**config.mk**
```make
export PLATFORM = sky130hd
export DESIGN_NAME = quad_half_step_stepper_positioner_top
export DESIGN_NICKNAME = d
export VERILOG_FILES = /design/src/rtl/qhssp_pkg.sv /design/src/rtl/qhssp_lane.sv /design/src/rtl/qhssp_home.sv /design/src/rtl/quad_half_step_stepper_positioner_top.sv
export SDC_FILE = /design/constraint.sdc
export NUM_CORES = 1
export LEC_CHECK = 0
export BUFFER_PORTS_ARGS = -buffer_cell sky130_fd_sc_hd__buf_2
export CORE_UTILIZATION = 45
export CTS_CLUSTER_DIAMETER = 200
export DETAILED_ROUTE_END_ITERATION = 8
export HOLD_SLACK_MARGIN = 0.05
export RECOVER_POWER = 25
export SETUP_SLACK_MARGIN = 0.2
export SYNTH_ARGS = -nofsm -noshare
export SYNTH_HDL_FRONTEND = slang
export SYNTH_HIERARCHICAL = 1
export SYNTH_SLANG_ARGS = --single-unit
export TNS_END_PERCENT = 5
```
**constraint.sdc**
```tcl
create_clock -name i_clk -period 6.7 [get_ports i_clk]
set_clock_uncertainty 0.1 [all_clocks]
set_input_delay 1.005 -clock i_clk [delete_from_list [all_inputs] [get_ports i_clk]]
set_output_delay 1.005 -clock i_clk [all_outputs]
set_load 0.05 [all_outputs]
```
**src/rtl/qhssp_pkg.sv**
```systemverilog
// Package for the quad half-step stepper positioner.
// Holds the shared widths, lane command and status types, state enum and coil table.
// Has no dependencies.
`default_nettype none

package qhssp_pkg;

    localparam int AXIS_COUNT = 4;
    localparam int POS_BITS   = 16;
    localparam int PHASE_BITS = 3;
    localparam int COIL_BITS  = 4;
    localparam int AXIS_BITS  = (AXIS_COUNT > 1) ? $clog2(AXIS_COUNT) : 1;

    localparam logic signed [POS_BITS-1:0] POS_MAX = {1'b0, {(POS_BITS-1){1'b1}}};
    localparam logic signed [POS_BITS-1:0] POS_MIN = {1'b1, {(POS_BITS-1){1'b0}}};

    typedef logic [AXIS_BITS-1:0] t_axis;

    typedef enum logic {
        HS_TRACK,
        HS_HOMING
    } t_home_state;

    // Command from the homing controller to one lane.
    typedef struct packed {
        logic home_mode;   // homing in progress this tick, no tracking
        logic home_sel;    // this lane takes the homing step
        logic home_up;     // direction of the homing step
        logic home_clear;  // home switch seen, clear the position after the step
    } t_lane_cmd;

    // Status of one lane as it stands before the tick.
    typedef struct packed {
        logic nonzero;
        logic positive;
    } t_lane_stat;

    // Half-step coil sequence.
    function automatic logic [COIL_BITS-1:0] coil_pattern(input logic [PHASE_BITS-1:0] phase);
        logic [COIL_BITS-1:0] pat;
        unique case (phase)
            3'd0:    pat = 4'd1;
            3'd1:    pat = 4'd3;
            3'd2:    pat = 4'd2;
            3'd3:    pat = 4'd6;
            3'd4:    pat = 4'd4;
            3'd5:    pat = 4'd12;
            3'd6:    pat = 4'd8;
            default: pat = 4'd9;
        endcase
        return pat;
    endfunction

endpackage

`default_nettype wire

```
**src/rtl/qhssp_lane.sv**
```systemverilog
// One axis lane: position, phase counter and energised flag of a single stepper.
// Depends on qhssp_pkg.
`default_nettype none

module qhssp_lane (
    input  wire logic                               i_clk,
    input  wire logic                               i_rst_n,
    input  wire logic                               i_en,
    input  wire logic signed [qhssp_pkg::POS_BITS-1:0] i_target,
    input  wire qhssp_pkg::t_lane_cmd               i_cmd,
    output qhssp_pkg::t_lane_stat                   o_stat,
    output logic signed [qhssp_pkg::POS_BITS-1:0]   o_next_position,
    output logic [qhssp_pkg::COIL_BITS-1:0]         o_next_coil
);

    logic signed [qhssp_pkg::POS_BITS-1:0] r_pos, n_pos;
    logic [qhssp_pkg::PHASE_BITS-1:0]      r_phase, n_phase;
    logic                                  r_energized, n_energized;
    logic                                  step;
    logic                                  up;

    always_comb begin
        if (i_cmd.home_mode) begin
            step = i_cmd.home_sel;
            up   = i_cmd.home_up;
        end else begin
            step = (r_pos != i_target);
            up   = (i_target > r_pos);
        end

        n_pos       = r_pos;
        n_phase     = r_phase;
        n_energized = r_energized | step;
        if (step) begin
            if (up) begin
                n_phase = r_phase + 1'b1;
                if (r_pos != qhssp_pkg::POS_MAX) begin
                    n_pos = r_pos + 1'b1;
                end
            end else begin
                n_phase = r_phase - 1'b1;
                if (r_pos != qhssp_pkg::POS_MIN) begin
                    n_pos = r_pos - 1'b1;
                end
            end
        end
        if (i_cmd.home_mode && i_cmd.home_clear) begin
            n_pos = '0;
        end
    end

    always_ff @(posedge i_clk) begin
        if (!i_rst_n) begin
            r_pos       <= '0;
            r_phase     <= '0;
            r_energized <= 1'b0;
        end else if (i_en) begin
            r_pos       <= n_pos;
            r_phase     <= n_phase;
            r_energized <= n_energized;
        end
    end

    assign o_stat.nonzero   = (r_pos != '0);
    assign o_stat.positive  = (r_pos != '0) && !r_pos[qhssp_pkg::POS_BITS-1];
    assign o_next_position  = n_pos;
    assign o_next_coil      = n_energized ? qhssp_pkg::coil_pattern(n_phase) : '0;

endmodule

`default_nettype wire

```
**src/rtl/qhssp_home.sv**
```systemverilog
// Homing controller: chooses which lane steps during homing and merges lane status.
// Depends on qhssp_pkg.
`default_nettype none

module qhssp_home (
    input  wire logic                                         i_clk,
    input  wire logic                                         i_rst_n,
    input  wire logic                                         i_en,
    input  wire logic                                         i_zero_request,
    input  wire logic [qhssp_pkg::AXIS_COUNT-1:0]             i_switches,
    input  wire qhssp_pkg::t_lane_stat [qhssp_pkg::AXIS_COUNT-1:0] i_stat,
    output qhssp_pkg::t_lane_cmd [qhssp_pkg::AXIS_COUNT-1:0]  o_cmd,
    output logic                                              o_next_busy
);

    qhssp_pkg::t_home_state r_state, n_state;
    qhssp_pkg::t_axis       r_axis, n_axis;
    logic                   r_dir, n_dir;   // 1 means stepping down

    qhssp_pkg::t_axis first_idx, next_idx, eff_axis;
    logic             first_found, next_found, start, homing, eff_dir, clear;

    // Lowest lane with a nonzero position, and lowest above the current axis.
    always_comb begin
        first_idx   = '0;
        first_found = 1'b0;
        next_idx    = '0;
        next_found  = 1'b0;
        for (int k = qhssp_pkg::AXIS_COUNT - 1; k >= 0; k--) begin
            if (i_stat[k].nonzero) begin
                first_idx   = qhssp_pkg::AXIS_BITS'(k);
                first_found = 1'b1;
            end
        end
        for (int k = qhssp_pkg::AXIS_COUNT - 1; k >= 0; k--) begin
            if (i_stat[k].nonzero && (qhssp_pkg::AXIS_BITS'(k) > eff_axis)) begin
                next_idx   = qhssp_pkg::AXIS_BITS'(k);
                next_found = 1'b1;
            end
        end
    end

    always_comb begin
        start    = (r_state == qhssp_pkg::HS_TRACK) && i_zero_request && first_found;
        homing   = (r_state == qhssp_pkg::HS_HOMING) || start;
        eff_axis = start ? first_idx : r_axis;
        eff_dir  = start ? i_stat[first_idx].positive : r_dir;
        clear    = homing && i_switches[eff_axis];

        n_state = r_state;
        n_axis  = eff_axis;
        n_dir   = eff_dir;
        unique case (r_state)
            qhssp_pkg::HS_TRACK: begin
                if (start) begin
                    n_state = qhssp_pkg::HS_HOMING;
                end
            end
            qhssp_pkg::HS_HOMING: begin
                n_state = qhssp_pkg::HS_HOMING;
            end
            default: begin
                n_state = qhssp_pkg::HS_TRACK;
            end
        endcase
        if (clear) begin
            if (next_found) begin
                n_axis = next_idx;
                n_dir  = i_stat[next_idx].positive;
            end else begin
                n_state = qhssp_pkg::HS_TRACK;
            end
        end

        for (int k = 0; k < qhssp_pkg::AXIS_COUNT; k++) begin
            o_cmd[k].home_mode  = homing;
            o_cmd[k].home_sel   = homing && (eff_axis == qhssp_pkg::AXIS_BITS'(k));
            o_cmd[k].home_up    = !eff_dir;
            o_cmd[k].home_clear = clear && (eff_axis == qhssp_pkg::AXIS_BITS'(k));
        end
        o_next_busy = (n_state == qhssp_pkg::HS_HOMING);
    end

    always_ff @(posedge i_clk) begin
        if (!i_rst_n) begin
            r_state <= qhssp_pkg::HS_TRACK;
            r_axis  <= '0;
            r_dir   <= 1'b0;
        end else if (i_en) begin
            r_state <= n_state;
            r_axis  <= n_axis;
            r_dir   <= n_dir;
        end
    end

endmodule

`default_nettype wire

```
**src/rtl/quad_half_step_stepper_positioner_top.sv**
```systemverilog
// Top level of the quad half-step stepper positioner.
// Instantiates four qhssp_lane cores and the qhssp_home controller; uses qhssp_pkg.
//
// Usage. Each request on the input channel (i_valid / o_ready) is one step tick
// carrying four signed target positions, a zero request and four home-switch
// levels. Each request produces exactly one result on the output channel
// (o_valid / i_ready): the packed coil patterns, the homing flag and the four
// positions as they stand after the tick.
//
// The four axes are handled by four lanes side by side, so a whole tick is
// worked out in the cycle in which the request is accepted. The axis state is
// updated at that edge and the result is held in an output register, so the result
// is valid in the next cycle; one request per cycle is taken while the receiver keeps up.
// The only limit on rate is the single output register: a new request is taken
// whenever that register is empty or is being emptied in the same cycle.
//
// When the receiver stalls, the result stays in the output register unchanged
// and o_ready falls, so no further request is taken until the result leaves.
// A synchronous reset (i_rst_n low) clears all positions, phases and energised
// flags, leaves tracking mode active and empties the output register; coil
// patterns read as zero until an axis first steps.
`default_nettype none

module quad_half_step_stepper_positioner_top (
    input  wire logic                                        i_clk,
    input  wire logic                                        i_rst_n,
    input  wire logic                                        i_valid,
    output logic                                             o_ready,
    input  wire logic signed [qhssp_pkg::POS_BITS-1:0]       i_target_a,
    input  wire logic signed [qhssp_pkg::POS_BITS-1:0]       i_target_b,
    input  wire logic signed [qhssp_pkg::POS_BITS-1:0]       i_target_c,
    input  wire logic signed [qhssp_pkg::POS_BITS-1:0]       i_target_d,
    input  wire logic                                        i_zero_request,
    input  wire logic [qhssp_pkg::AXIS_COUNT-1:0]            i_home_switches,
    output logic                                             o_valid,
    input  wire logic                                        i_ready,
    output logic [qhssp_pkg::AXIS_COUNT*qhssp_pkg::COIL_BITS-1:0] o_coil_drive,
    output logic                                             o_homing_busy,
    output logic signed [qhssp_pkg::POS_BITS-1:0]            o_position_a,
    output logic signed [qhssp_pkg::POS_BITS-1:0]            o_position_b,
    output logic signed [qhssp_pkg::POS_BITS-1:0]            o_position_c,
    output logic signed [qhssp_pkg::POS_BITS-1:0]            o_position_d
);

    logic accept;

    logic signed [qhssp_pkg::POS_BITS-1:0] targets  [qhssp_pkg::AXIS_COUNT];
    logic signed [qhssp_pkg::POS_BITS-1:0] next_pos [qhssp_pkg::AXIS_COUNT];
    logic [qhssp_pkg::AXIS_COUNT*qhssp_pkg::COIL_BITS-1:0] next_coils;

    qhssp_pkg::t_lane_cmd  [qhssp_pkg::AXIS_COUNT-1:0] lane_cmd;
    qhssp_pkg::t_lane_stat [qhssp_pkg::AXIS_COUNT-1:0] lane_stat;
    logic                                              next_busy;

    logic                                  r_out_valid;
    logic [qhssp_pkg::AXIS_COUNT*qhssp_pkg::COIL_BITS-1:0] r_coil;
    logic                                  r_busy;
    logic signed [qhssp_pkg::POS_BITS-1:0] r_pos [qhssp_pkg::AXIS_COUNT];

    // The output register is free when empty or when its result leaves now.
    assign o_ready = !r_out_valid || i_ready;
    assign accept  = i_valid && o_ready;

    // Axis k follows its own target k.
    assign targets[0] = i_target_a;
    assign targets[1] = i_target_b;
    assign targets[2] = i_target_c;
    assign targets[3] = i_target_d;

    qhssp_home u_home (
        .i_clk          (i_clk),
        .i_rst_n        (i_rst_n),
        .i_en           (accept),
        .i_zero_request (i_zero_request),
        .i_switches     (i_home_switches),
        .i_stat         (lane_stat),
        .o_cmd          (lane_cmd),
        .o_next_busy    (next_busy)
    );

    for (genvar k = 0; k < qhssp_pkg::AXIS_COUNT; k++) begin : g_lane
        qhssp_lane u_lane (
            .i_clk           (i_clk),
            .i_rst_n         (i_rst_n),
            .i_en            (accept),
            .i_target        (targets[k]),
            .i_cmd           (lane_cmd[k]),
            .o_stat          (lane_stat[k]),
            .o_next_position (next_pos[k]),
            .o_next_coil     (next_coils[k*qhssp_pkg::COIL_BITS +: qhssp_pkg::COIL_BITS])
        );
    end

    // Output valid flag.
    always_ff @(posedge i_clk) begin
        if (!i_rst_n) begin
            r_out_valid <= 1'b0;
        end else if (accept) begin
            r_out_valid <= 1'b1;
        end else if (i_ready) begin
            r_out_valid <= 1'b0;
        end
    end

    // Result payload, loaded with each accepted request.
    always_ff @(posedge i_clk) begin
        if (accept) begin
            r_coil <= next_coils;
            r_busy <= next_busy;
            for (int k = 0; k < qhssp_pkg::AXIS_COUNT; k++) begin
                r_pos[k] <= next_pos[k];
            end
        end
    end

    assign o_valid       = r_out_valid;
    assign o_coil_drive  = r_coil;
    assign o_homing_busy = r_busy;
    assign o_position_a  = r_pos[0];
    assign o_position_b  = r_pos[1];
    assign o_position_c  = r_pos[2];
    assign o_position_d  = r_pos[3];

endmodule

`default_nettype wire

```
==> results of run 1 <==
logic make-up after synthesis:
family                     after synthesis  synth area share, %
AOI/OAI and AO/OA                      429                22.50
xor gates and xnor gates                14               0.9998
adders and majority gates               80                7.558
buffers and inverters                  211                6.228
DFF                                    166                30.31
muxes                                   62                4.651
and+or+nand+nor                        742                27.76
registers in the layout, indices dropped and copies added (netlist names):
signal                     flops
o_valid                        1
o_homing_busy                  1
r_pos                         64
u_home/r_dir                   1
o_coil_drive                  16
g_lane.u_lane/r_pos           64
g_lane.u_lane/r_energized      4
u_home/r_state                 1
u_home/r_axis                  2
g_lane.u_lane/r_phase         12
final cells by class:
type / instances / area [um2] / area share [%]
repair buffers: 181 / 904.6 / 5.982
flip-flops and latches: 166 / 4134 / 27.34
clock buffers: 24 / 471.7 / 3.119
multi-input cells: 1327 / 8666 / 57.31
diodes: 1 / 2.502 / 0.01655
inverters: 101 / 379.1 / 2.507
clock inverters: 8 / 76.32 / 0.5047
well taps: 390 / 488.0 / 3.227
final timing paths:
check / end / cells after the start / start / slack [ps]
max reg2reg: o_coil_drive[10] / 19 / g_lane[1].u_lane/r_pos[8] / 650
min: u_home/r_dir / 2 / u_home/r_dir / 400
max: o_coil_drive[10] / 19 / g_lane[1].u_lane/r_pos[8] / 650
min reg2reg: u_home/r_dir / 2 / u_home/r_dir / 400
routing by layer:
layer  track usage (%)  up-vias
li1                  -     6576
met1             35.62     6417
met2             43.98      484
met3             3.984       62
met4             8.478        6
met5                 0        -
worst reg2reg max path: stages, from the launching register on:
cell and delay, ps:
dfxtp_1 420, or4_1 540, or3_1 450, nor3_1 410, nand2_2 200, nor2_1 240, a21oi_4 110, nor2_1 240
inv_2 180, or4b_1 540, a221o_1 300, o31a_2 340, nand2_1 120, inv_1 130, fa_1 570, nor2_1 200
nor3_1 70, a21oi_1 220, nor2_1 50, a2111oi_0 390
layout by cell type, fill, tap and decap left out, types with 21 or more instances in the layout:
master and n:
dfxtp_1 85, or3_1 32, o21ai_0 93, nor2_1 126, and2_1 21, o211ai_1 23
nand3_1 63, nor3_1 111, nand4_1 55, buf_4 25, nand2_1 186, edfxtp_1 81
clkbuf_1 56, buf_2 105, a211oi_1 25, nor4_1 26, a21oi_1 94, mux2i_1 54
inv_1 96, and3_1 26, ha_1 76
per-stage QoR:
step,area (um2),instances,setup slack (ps)
after floorplan,13640,1704,1004
after global placement,14630,2165,657.0
after detailed placement,14630,2165,421.6
after CTS,15180,2197,441.5
after global routing,15120,2198,213.3
final,15120,2198,654.7
==> results.yml, run 1 <==
floorplanning:
  io_pins: 156
  die_width_um: 176.1
  die_area_um2: 31010
  start_util_pct: 45.90
  num_rows: 63
  die_h_um: 176.1
  core_area_um2: 29720
logic_synthesis:
  synth_cells: 1704
  synthTopCellsByArea: "edfxtp_1, dfxtp_1, ha_1"
  syn-num-nets: 1857
  synth-seq-cells: 166
  synth_most_common_cell: "nand2_1"
  ys.flop_type: "dfxtp_1"
  yosys.area.top_type_share_pct: 17.83
  synth_warnings: 6
  yosys-top-cells-count: "nand2_1, nor2_1, nor3_1"
  synth_cell_types: 89
  ys_seq_area_share_pct: 30.31
  avgSynthCellArea_um2: 8.005
  synth_top_cell_by_area: "edfxtp_1"
  synth_edf_count: 81
  synth_area_um2: 13640
  synth-async-reset-ratio_pct: 0
final_layout:
  syn_to_final_growth_pct: 10.86
  drive_gt1_share_pct: 12.67
  fill_cells: 2953
  final_nets: 1947
  fin_util_pct: 50.89
routing:
  wl_per_cell_um: 18.82
  drc: 0
  routed_wl_um: 41360
  wl_met3_um: 2337
  met2_length_um: 19290
  dr.pass1.iters: 5
  drtIter0Drc: 1061
  vias: 13545
  via_per_inst: 6.162
  wl_met1_um: 18830
  top_layer: "met5"
  ant_nets: 0
worst_setup_path:
  worstSetupStartpointType: "flop"
  cp_cell_sequence: "or4_1, or3_1, nor3_1, nand2_2, nor2_1, a21oi_4, nor2_1, inv_2, or4b_1, a221o_1, o31a_2, nand2_1, inv_1, fa_1, nor2_1, nor3_1, a21oi_1, nor2_1, a2111oi_0"
  cp-end-kind: "flop"
  critPathRequiredTime_ps: 6820
  worstPathMaxFanout: 16
  crit_slowest_cell: "fa_1"
  crit_path_max_incr_delay_ps: 570
  crit_top_cell: "nor2_1"
  worstSetupPathType: "reg2reg"
  critPathArrivalTime_ps: 6160
  cp_top_family: "simple AND/OR/NAND/NOR gates"
  worst-path-buf-inv: 2
placed_design:
  hpwl_um: 30230
  gp_congestion: 0.9190
  io_buffers: 155
clock_network:
  clk_latency_ps: 450
  holdBufCountCts: 0
  path_clk_slew_ps: 60
  cts-resized-gates: 0
  root_buffer: "clkbuf_16"
  cts.path.max_buffers: 2
  clkSinkCount: 166
  cts_buffers: 17
  cts_max_level: 4
  post_cts_buffers: 0
  cts_tree: "yes"
timing:
  fin_tns_setup_ps: 0
  tightest_slew_ps: 1529
  max_freq_ghz: 0.1654
  hold_viol_final: 0
  rsz0062_at_grt: "false"
  period_needed_ps: 6045
  slew_violations: 30
  fin_crit_sh_pct: 90.23
  whs_ps: 404.3
  timing.slew.headroom_pct: -1.910
  finalSetupViolCount: 0
outcome:
  violations: "capacitance limit, slew limit"
  outcome: "complete, but fails checks"
global_routing:
  grt_usage_pct: 26.66
  overflow: 0
  grt_pass1_vias: 12623
  grt_pass1_wl_um: 66390
  grt_max_degree: 54
  antenna_found_initial: 4
min_path:
  hp-class: "reg2reg"
job:
  cap_violations: 1
Power of run 1 is left out: the tool's default activity adds up to more than one toggle a clock period on the data nets, which glitch-free logic cannot reach.
==> run 2, diff against run 1 <==
--- a/config.mk
+++ b/config.mk
@@ -10,6 +10,7 @@
 export CTS_CLUSTER_DIAMETER = 200
 export DETAILED_ROUTE_END_ITERATION = 8
 export HOLD_SLACK_MARGIN = 0.05
+export PLACE_DENSITY = 0.67
 export RECOVER_POWER = 25
 export SETUP_SLACK_MARGIN = 0.2
 export SYNTH_ARGS = -nofsm -noshare
==> results.yml, run 2 (synthesis results as in run 1) <==
global_routing:
  grt_pass1_vias: 12636
  grt_max_degree: 39
  antenna_found_initial: 3
  grt_usage_pct: 26.28
  overflow: 0
  grt_pass1_wl_um: 65620
timing:
  hold_viol_final: 0
  slew_violations: 39
  fin_ws_ps: 628.5
  max_freq_ghz: 0.1647
  finalSetupViolCount: 0
  fin_crit_sh_pct: 90.62
  tightest_slew_ps: 2930
  period_needed_ps: 6072
  fin_tns_setup_ps: 0
  rsz0062_at_grt: "false"
  timing.slew.headroom_pct: -95.47
floorplanning:
  die_area_um2: 31010
  die_h_um: 176.1
  num_rows: 63
  start_util_pct: 45.90
  die_width_um: 176.1
  io_pins: 156
  core_area_um2: 29720
clock_network:
  clk_latency_ps: 460
  clkSinkCount: 166
  cts_tree: "yes"
  root_buffer: "clkbuf_16"
  cts_max_level: 4
  cts_buffers: 17
  cts.path.max_buffers: 2
  path_clk_slew_ps: 70
  holdBufCountCts: 0
worst_setup_path:
  crit_top_cell: "nor2_1"
  worstSetupPathType: "reg2reg"
  worstSetupStartpointType: "flop"
  cp-end-kind: "flop"
  reg2reg_depth: 19
  critPathArrivalTime_ps: 6200
  critical_path_cell_count: 19
  critPathRequiredTime_ps: 6820
  cp_top_family: "simple AND/OR/NAND/NOR gates"
  worst-path-buf-inv: 2
  crit_path_max_incr_delay_ps: 570
  cp_cell_sequence: "or4_1, or3_1, nor3_2, nand2_1, nor2_2, a21oi_4, nor2_1, inv_2, or4b_1, a221o_1, o31a_2, nand2_1, inv_1, fa_1, nor2_1, nor3_1, a21oi_1, nor2_1, a2111oi_0"
  worstPathMaxFanout: 16
  crit_slowest_cell: "fa_1"
final_layout:
  final_common_cell: "nand2_1"
  final_nets: 1948
  most-common-layout-cells: "nand2_1, nor2_1, nor3_1"
  drive_gt1_share_pct: 12.67
  fill_cells: 2907
  multi_input_area_um2: 8662
  regArea_um2: 4134
  syn_to_final_growth_pct: 11.73
min_path:
  hold_depth: 2
  hp-class: "reg2reg"
placed_design:
  dpl_worst_slack_ps: 480.6
  hpwl_um: 29620
  gp_congestion: 0.9133
  io_buffers: 155
routing:
  drtIter0Drc: 1341
  routed_wl_um: 40980
  dr.pass1.iters: 6
  vias: 13751
  wl_per_cell_um: 18.63
  drc: 0
  ant_nets: 0
  via_per_inst: 6.250
job:
  cap_violations: 1
outcome:
  outcome: "complete, but fails checks"
  violations: "capacitance limit, slew limit"
==> run 2: repair_timing <==
item | CTS | global route
endpoints found under the setup margin | 0 | 5
setup buffers | 0 | 0
resized for setup | 0 | 4
==> run 2: per-stage QoR <==
step                std cells  util [%]  area, um2  hold WS (ps)
floorplan                1704         -      13640         332.9
global placement         2166     49.25      14640         375.6
detailed placement       2166     49.25      14640         387.9
CTS                      2198     51.48      15300         409.1
global route             2198     51.27      15240         415.4
finish                   2200     51.29      15240         421.5
==> run 2: worst reg2reg max path, cell delays in order, from the launching register on <==
cell and delay (ps):
dfxtp_1 420, or4_1 570, or3_1 450, nor3_2 310
nand2_1 240, nor2_2 250, a21oi_4 110, nor2_1 230
inv_2 200, or4b_1 550, a221o_1 320, o31a_2 360
nand2_1 110, inv_1 120, fa_1 570, nor2_1 210
nor3_1 70, a21oi_1 220, nor2_1 60, a2111oi_0 380
==> run 2: final cells by class <==
| cell class | count | area share [%] |
|---|---|---|
| multi-input cells | 1327 | 56.83 |
| flip-flops and latches | 166 | 27.12 |
| repair buffers | 182 | 5.968 |
| well taps | 390 | 3.202 |
| clock buffers | 17 | 2.791 |
| inverters | 101 | 2.487 |
| clock inverters | 15 | 1.560 |
| diodes | 2 | 0.03284 |
==> run 2: metal layers <==
layer	GRT usage [%]	up-vias	wire length, um
met3	4.220	82	3191
met1	34.73	6456	17520
met5	0	-	17
li1	-	6572	-
met2	43.23	639	19190
met4	9.275	2	1059
==> run 2: worst paths after layout <==
kind                                   start                         end  slack [ps]
hold / removal    g_lane[1].u_lane/r_pos[11]  g_lane[1].u_lane/r_pos[11]         420
hold reg to reg   g_lane[1].u_lane/r_pos[11]  g_lane[1].u_lane/r_pos[11]         420
setup / recovery   g_lane[3].u_lane/r_pos[8]            o_coil_drive[10]         630
setup reg to reg   g_lane[3].u_lane/r_pos[8]            o_coil_drive[10]         630
Power of run 2 is left out for the same reason.
==> run 3, diff against run 2 <==
--- a/config.mk
+++ b/config.mk
@@ -5,14 +5,16 @@
 export SDC_FILE = /design/constraint.sdc
 export NUM_CORES = 1
 export LEC_CHECK = 0
+export ABC_AREA = 1
 export BUFFER_PORTS_ARGS = -buffer_cell sky130_fd_sc_hd__buf_2
+export CORE_MARGIN = 2
 export CORE_UTILIZATION = 45
 export CTS_CLUSTER_DIAMETER = 200
 export DETAILED_ROUTE_END_ITERATION = 8
 export HOLD_SLACK_MARGIN = 0.05
 export PLACE_DENSITY = 0.67
 export RECOVER_POWER = 25
-export SETUP_SLACK_MARGIN = 0.2
+export SETUP_SLACK_MARGIN = 0.3
 export SYNTH_ARGS = -nofsm -noshare
 export SYNTH_HDL_FRONTEND = slang
 export SYNTH_HIERARCHICAL = 1
==> results.yml, run 3 <==
outcome:
  violations: "capacitance limit, slew limit"
  outcome: "complete, but fails checks"
floorplanning:
  die_area_um2: 32120
  start_util_pct: 45.40
  io_pins: 156
  core_area_um2: 30430
  die_h_um: 179.2
  die_width_um: 179.2
  num_rows: 64
worst_setup_path:
  cp_top_family: "simple AND/OR/NAND/NOR gates"
  critPathArrivalTime_ps: 5270
  crit_slowest_cell: "fa_1"
  reg2reg_depth: 23
  worstPathMaxFanout: 21
  critPathRequiredTime_ps: 6800
  r2r-end: "o_coil_drive[2]"
  reg2reg_from: "g_lane[1].u_lane/r_pos[10]"
  cp-startpoint: "g_lane[1].u_lane/r_pos[10]"
  crit_top_cell: "nand3_1"
  regToRegSetupSlack_ps: 1530
  worstSetupStartpointType: "flop"
  cp-end-kind: "flop"
  worstSetupPathType: "reg2reg"
  cp_cell_sequence: "nor2_1, nand3_1, nor4_1, nand3_1, nor2_2, nand2_1, nand2_2, nand2_1, inv_2, nand3_1, nor2_1, nand3_1, o21a_1, nand2_2, inv_2, fa_1, inv_1, o21ai_1, nor2_1, inv_1, nand3_1, nand2_1, nor2_1"
  worst-path-buf-inv: 4
  crit_path_max_incr_delay_ps: 510
global_routing:
  grt_pass1_vias: 12719
  grt_max_degree: 92
  antenna_found_initial: 0
  grt_usage_pct: 25.82
  grt_pass1_wl_um: 65810
  overflow: 0
final_layout:
  num_antenna_cells: 0
  most-common-layout-cells: "nand2_1, inv_1, a21oi_1"
  syn_to_final_growth_pct: 9.102
  drive_gt1_share_pct: 11.28
  final_common_cell: "nand2_1"
  final_nets: 2250
  fin_util_pct: 49.54
pwr:
  p_per_area_nw_per_um2: 286.8
  peakVddDrop_mv: 0.1737
  power_leakage_nw: 7.047
logic_synthesis:
  synth_most_common_cell: "nand2_1"
  synth-async-reset-ratio_pct: 0
  ys_seq_area_share_pct: 29.92
  synth_top_family_by_area: "simple AND/OR/NAND/NOR gates"
  synth_cells: 2006
  synth-simple-area-share_pct: 32.20
  synth_area_um2: 13820
  synth_cell_types: 42
  synth_fa_ha_area_share_pct: 7.462
  synth_warnings: 6
  yosys.area.top_type_share_pct: 17.61
  synth_top_cell_by_area: "edfxtp_1"
  ys.flop_type: "dfxtp_1"
  synth-xor-area-share_pct: 6.213
  synthTopCellsByArea: "edfxtp_1, nand2_1, dfxtp_1"
  synth_compound_area_share_pct: 12.73
  synth_edf_count: 81
  synthMuxAreaShare_pct: 0
  avgSynthCellArea_um2: 6.887
  syn-num-nets: 2159
  yosys-top-cells-count: "nand2_1, inv_1, a21oi_1"
  synth-seq-cells: 166
clock_network:
  cts.path.max_buffers: 2
  path_clk_slew_ps: 80
  cts_tree: "yes"
  root_buffer: "clkbuf_16"
  holdBufCountCts: 0
  post_cts_buffers: 0
  cts-resized-gates: 0
  cts_max_level: 4
  clkSinkCount: 166
  cts_buffers: 17
  clk_latency_ps: 450
timing:
  whs_ps: 363.0
  finalSetupViolCount: 0
  max_freq_ghz: 0.1935
  fin_tns_setup_ps: 0
  rsz0062_at_grt: "false"
  fin_crit_sh_pct: 77.13
  slew_violations: 106
  period_needed_ps: 5168
  timing.slew.headroom_pct: -145.6
  hold_viol_final: 0
  tightest_slew_ps: 3684
routing:
  vias: 13695
  via_per_inst: 5.465
  ant_nets: 0
  dr.pass1.iters: 6
  drtIter0Drc: 1233
  routed_wl_um: 41380
  drc: 0
  wl_per_cell_um: 16.51
placed_design:
  gp_congestion: 0.9728
  hpwl_um: 30100
  io_buffers: 155
min_path:
  hold_depth: 2
  worstHoldEndpoint: "g_lane[2].u_lane/r_energized"
  hp-class: "reg2reg"
  hp-start: "g_lane[2].u_lane/r_energized"
job:
  cap_violations: 2
## run 3: changes by cell type in the layout (fill, tap and decap cells not counted), sizes merged, moves of 27 or more
cell / change
nand2: +335
inv: +171
nand3: +99
xor2: +98
a21oi: +70
nor3: -59
o21ai: +55
mux2i: -54
buf: -42
or3: -33
nor2: +27
## run 3: cells by family (layout without fill, tap and decap cells)
kind of cell / count (synthesis) / in the layout
AO/OA/AOI/OAI: 336 / 336
buffers and inverters: 361 / 465
adder cells (fa/ha/maj): 80 / 80
XOR/XNOR: 98 / 98
flip-flops: 166 / 166
AND/OR/NAND/NOR: 965 / 965
## run 3: how the worst max path moves through the flow
| stage | endpoint | slack (ps) | cells past startpoint |
|---|---|---|---|
| after floorplan | g_lane[1].u_lane/r_phase[1] | 1860 | 7 |
| after global placement | o_coil_drive[10] | 1910 | 23 |
| after detailed placement | o_coil_drive[2] | 1680 | 24 |
| after CTS | o_coil_drive[2] | 1640 | 24 |
| after global routing | o_coil_drive[2] | 1060 | 23 |
| final | o_coil_drive[2] | 1530 | 23 |
## run 3: area by class of cell
type,instances,area (um2)
Multi-Input combinational cell,1479,8098
Sequential cell,166,4134
Clock buffer,18,450.4
Clock inverter,14,146.4
Fill cell,3083,15360
Timing Repair Buffer,162,732.0
Tap cell,396,495.5
Inverter,271,1017
## run 3: layer usage
| layer | vias to the layer above | routed length, um | GRT usage (%) |
|---|---|---|---|
| li1 | 6777 | - | - |
| met1 | 6277 | 18450 | 34.62 |
| met2 | 546 | 18730 | 42.20 |
| met3 | 95 | 2993 | 3.880 |
| met4 | 0 | 1207 | 9.207 |
| met5 | - | 0 | 0 |
## run 3: report_power, final
part           internal, mW  switching (mW)  leakage (nW)
logic                 0.527            1.38          5.25
clock network         0.524           0.508         0.293
registers              1.26           0.123          1.50
## run 3: worst register-to-register path, stage by stage (launching register included)
cell and delay, ps:
dfxtp_1 380, nor2_1 170, nand3_1 110, nor4_1 340, nand3_1 290, nor2_2 240
nand2_1 110, nand2_2 110, nand2_1 380, inv_2 230, nand3_1 90, nor2_1 100
nand3_1 120, o21a_1 330, nand2_2 450, inv_2 130, fa_1 510, inv_1 50
o21ai_1 290, nor2_1 120, inv_1 80, nand3_1 70, nand2_1 60, nor2_1 40
## run 3: through the flow
step	total power [mW]	instance area, um2	instances	setup WS [ps]
floorplan	2.916	13820	2006	1855
global placement	3.288	14590	2474	1908
detailed placement	3.305	14590	2474	1677
CTS	4.343	15180	2506	1637
global route	4.617	15070	2506	1058
finish	4.323	15070	2506	1532
Note: power is estimated with default switching activity, not from simulation.
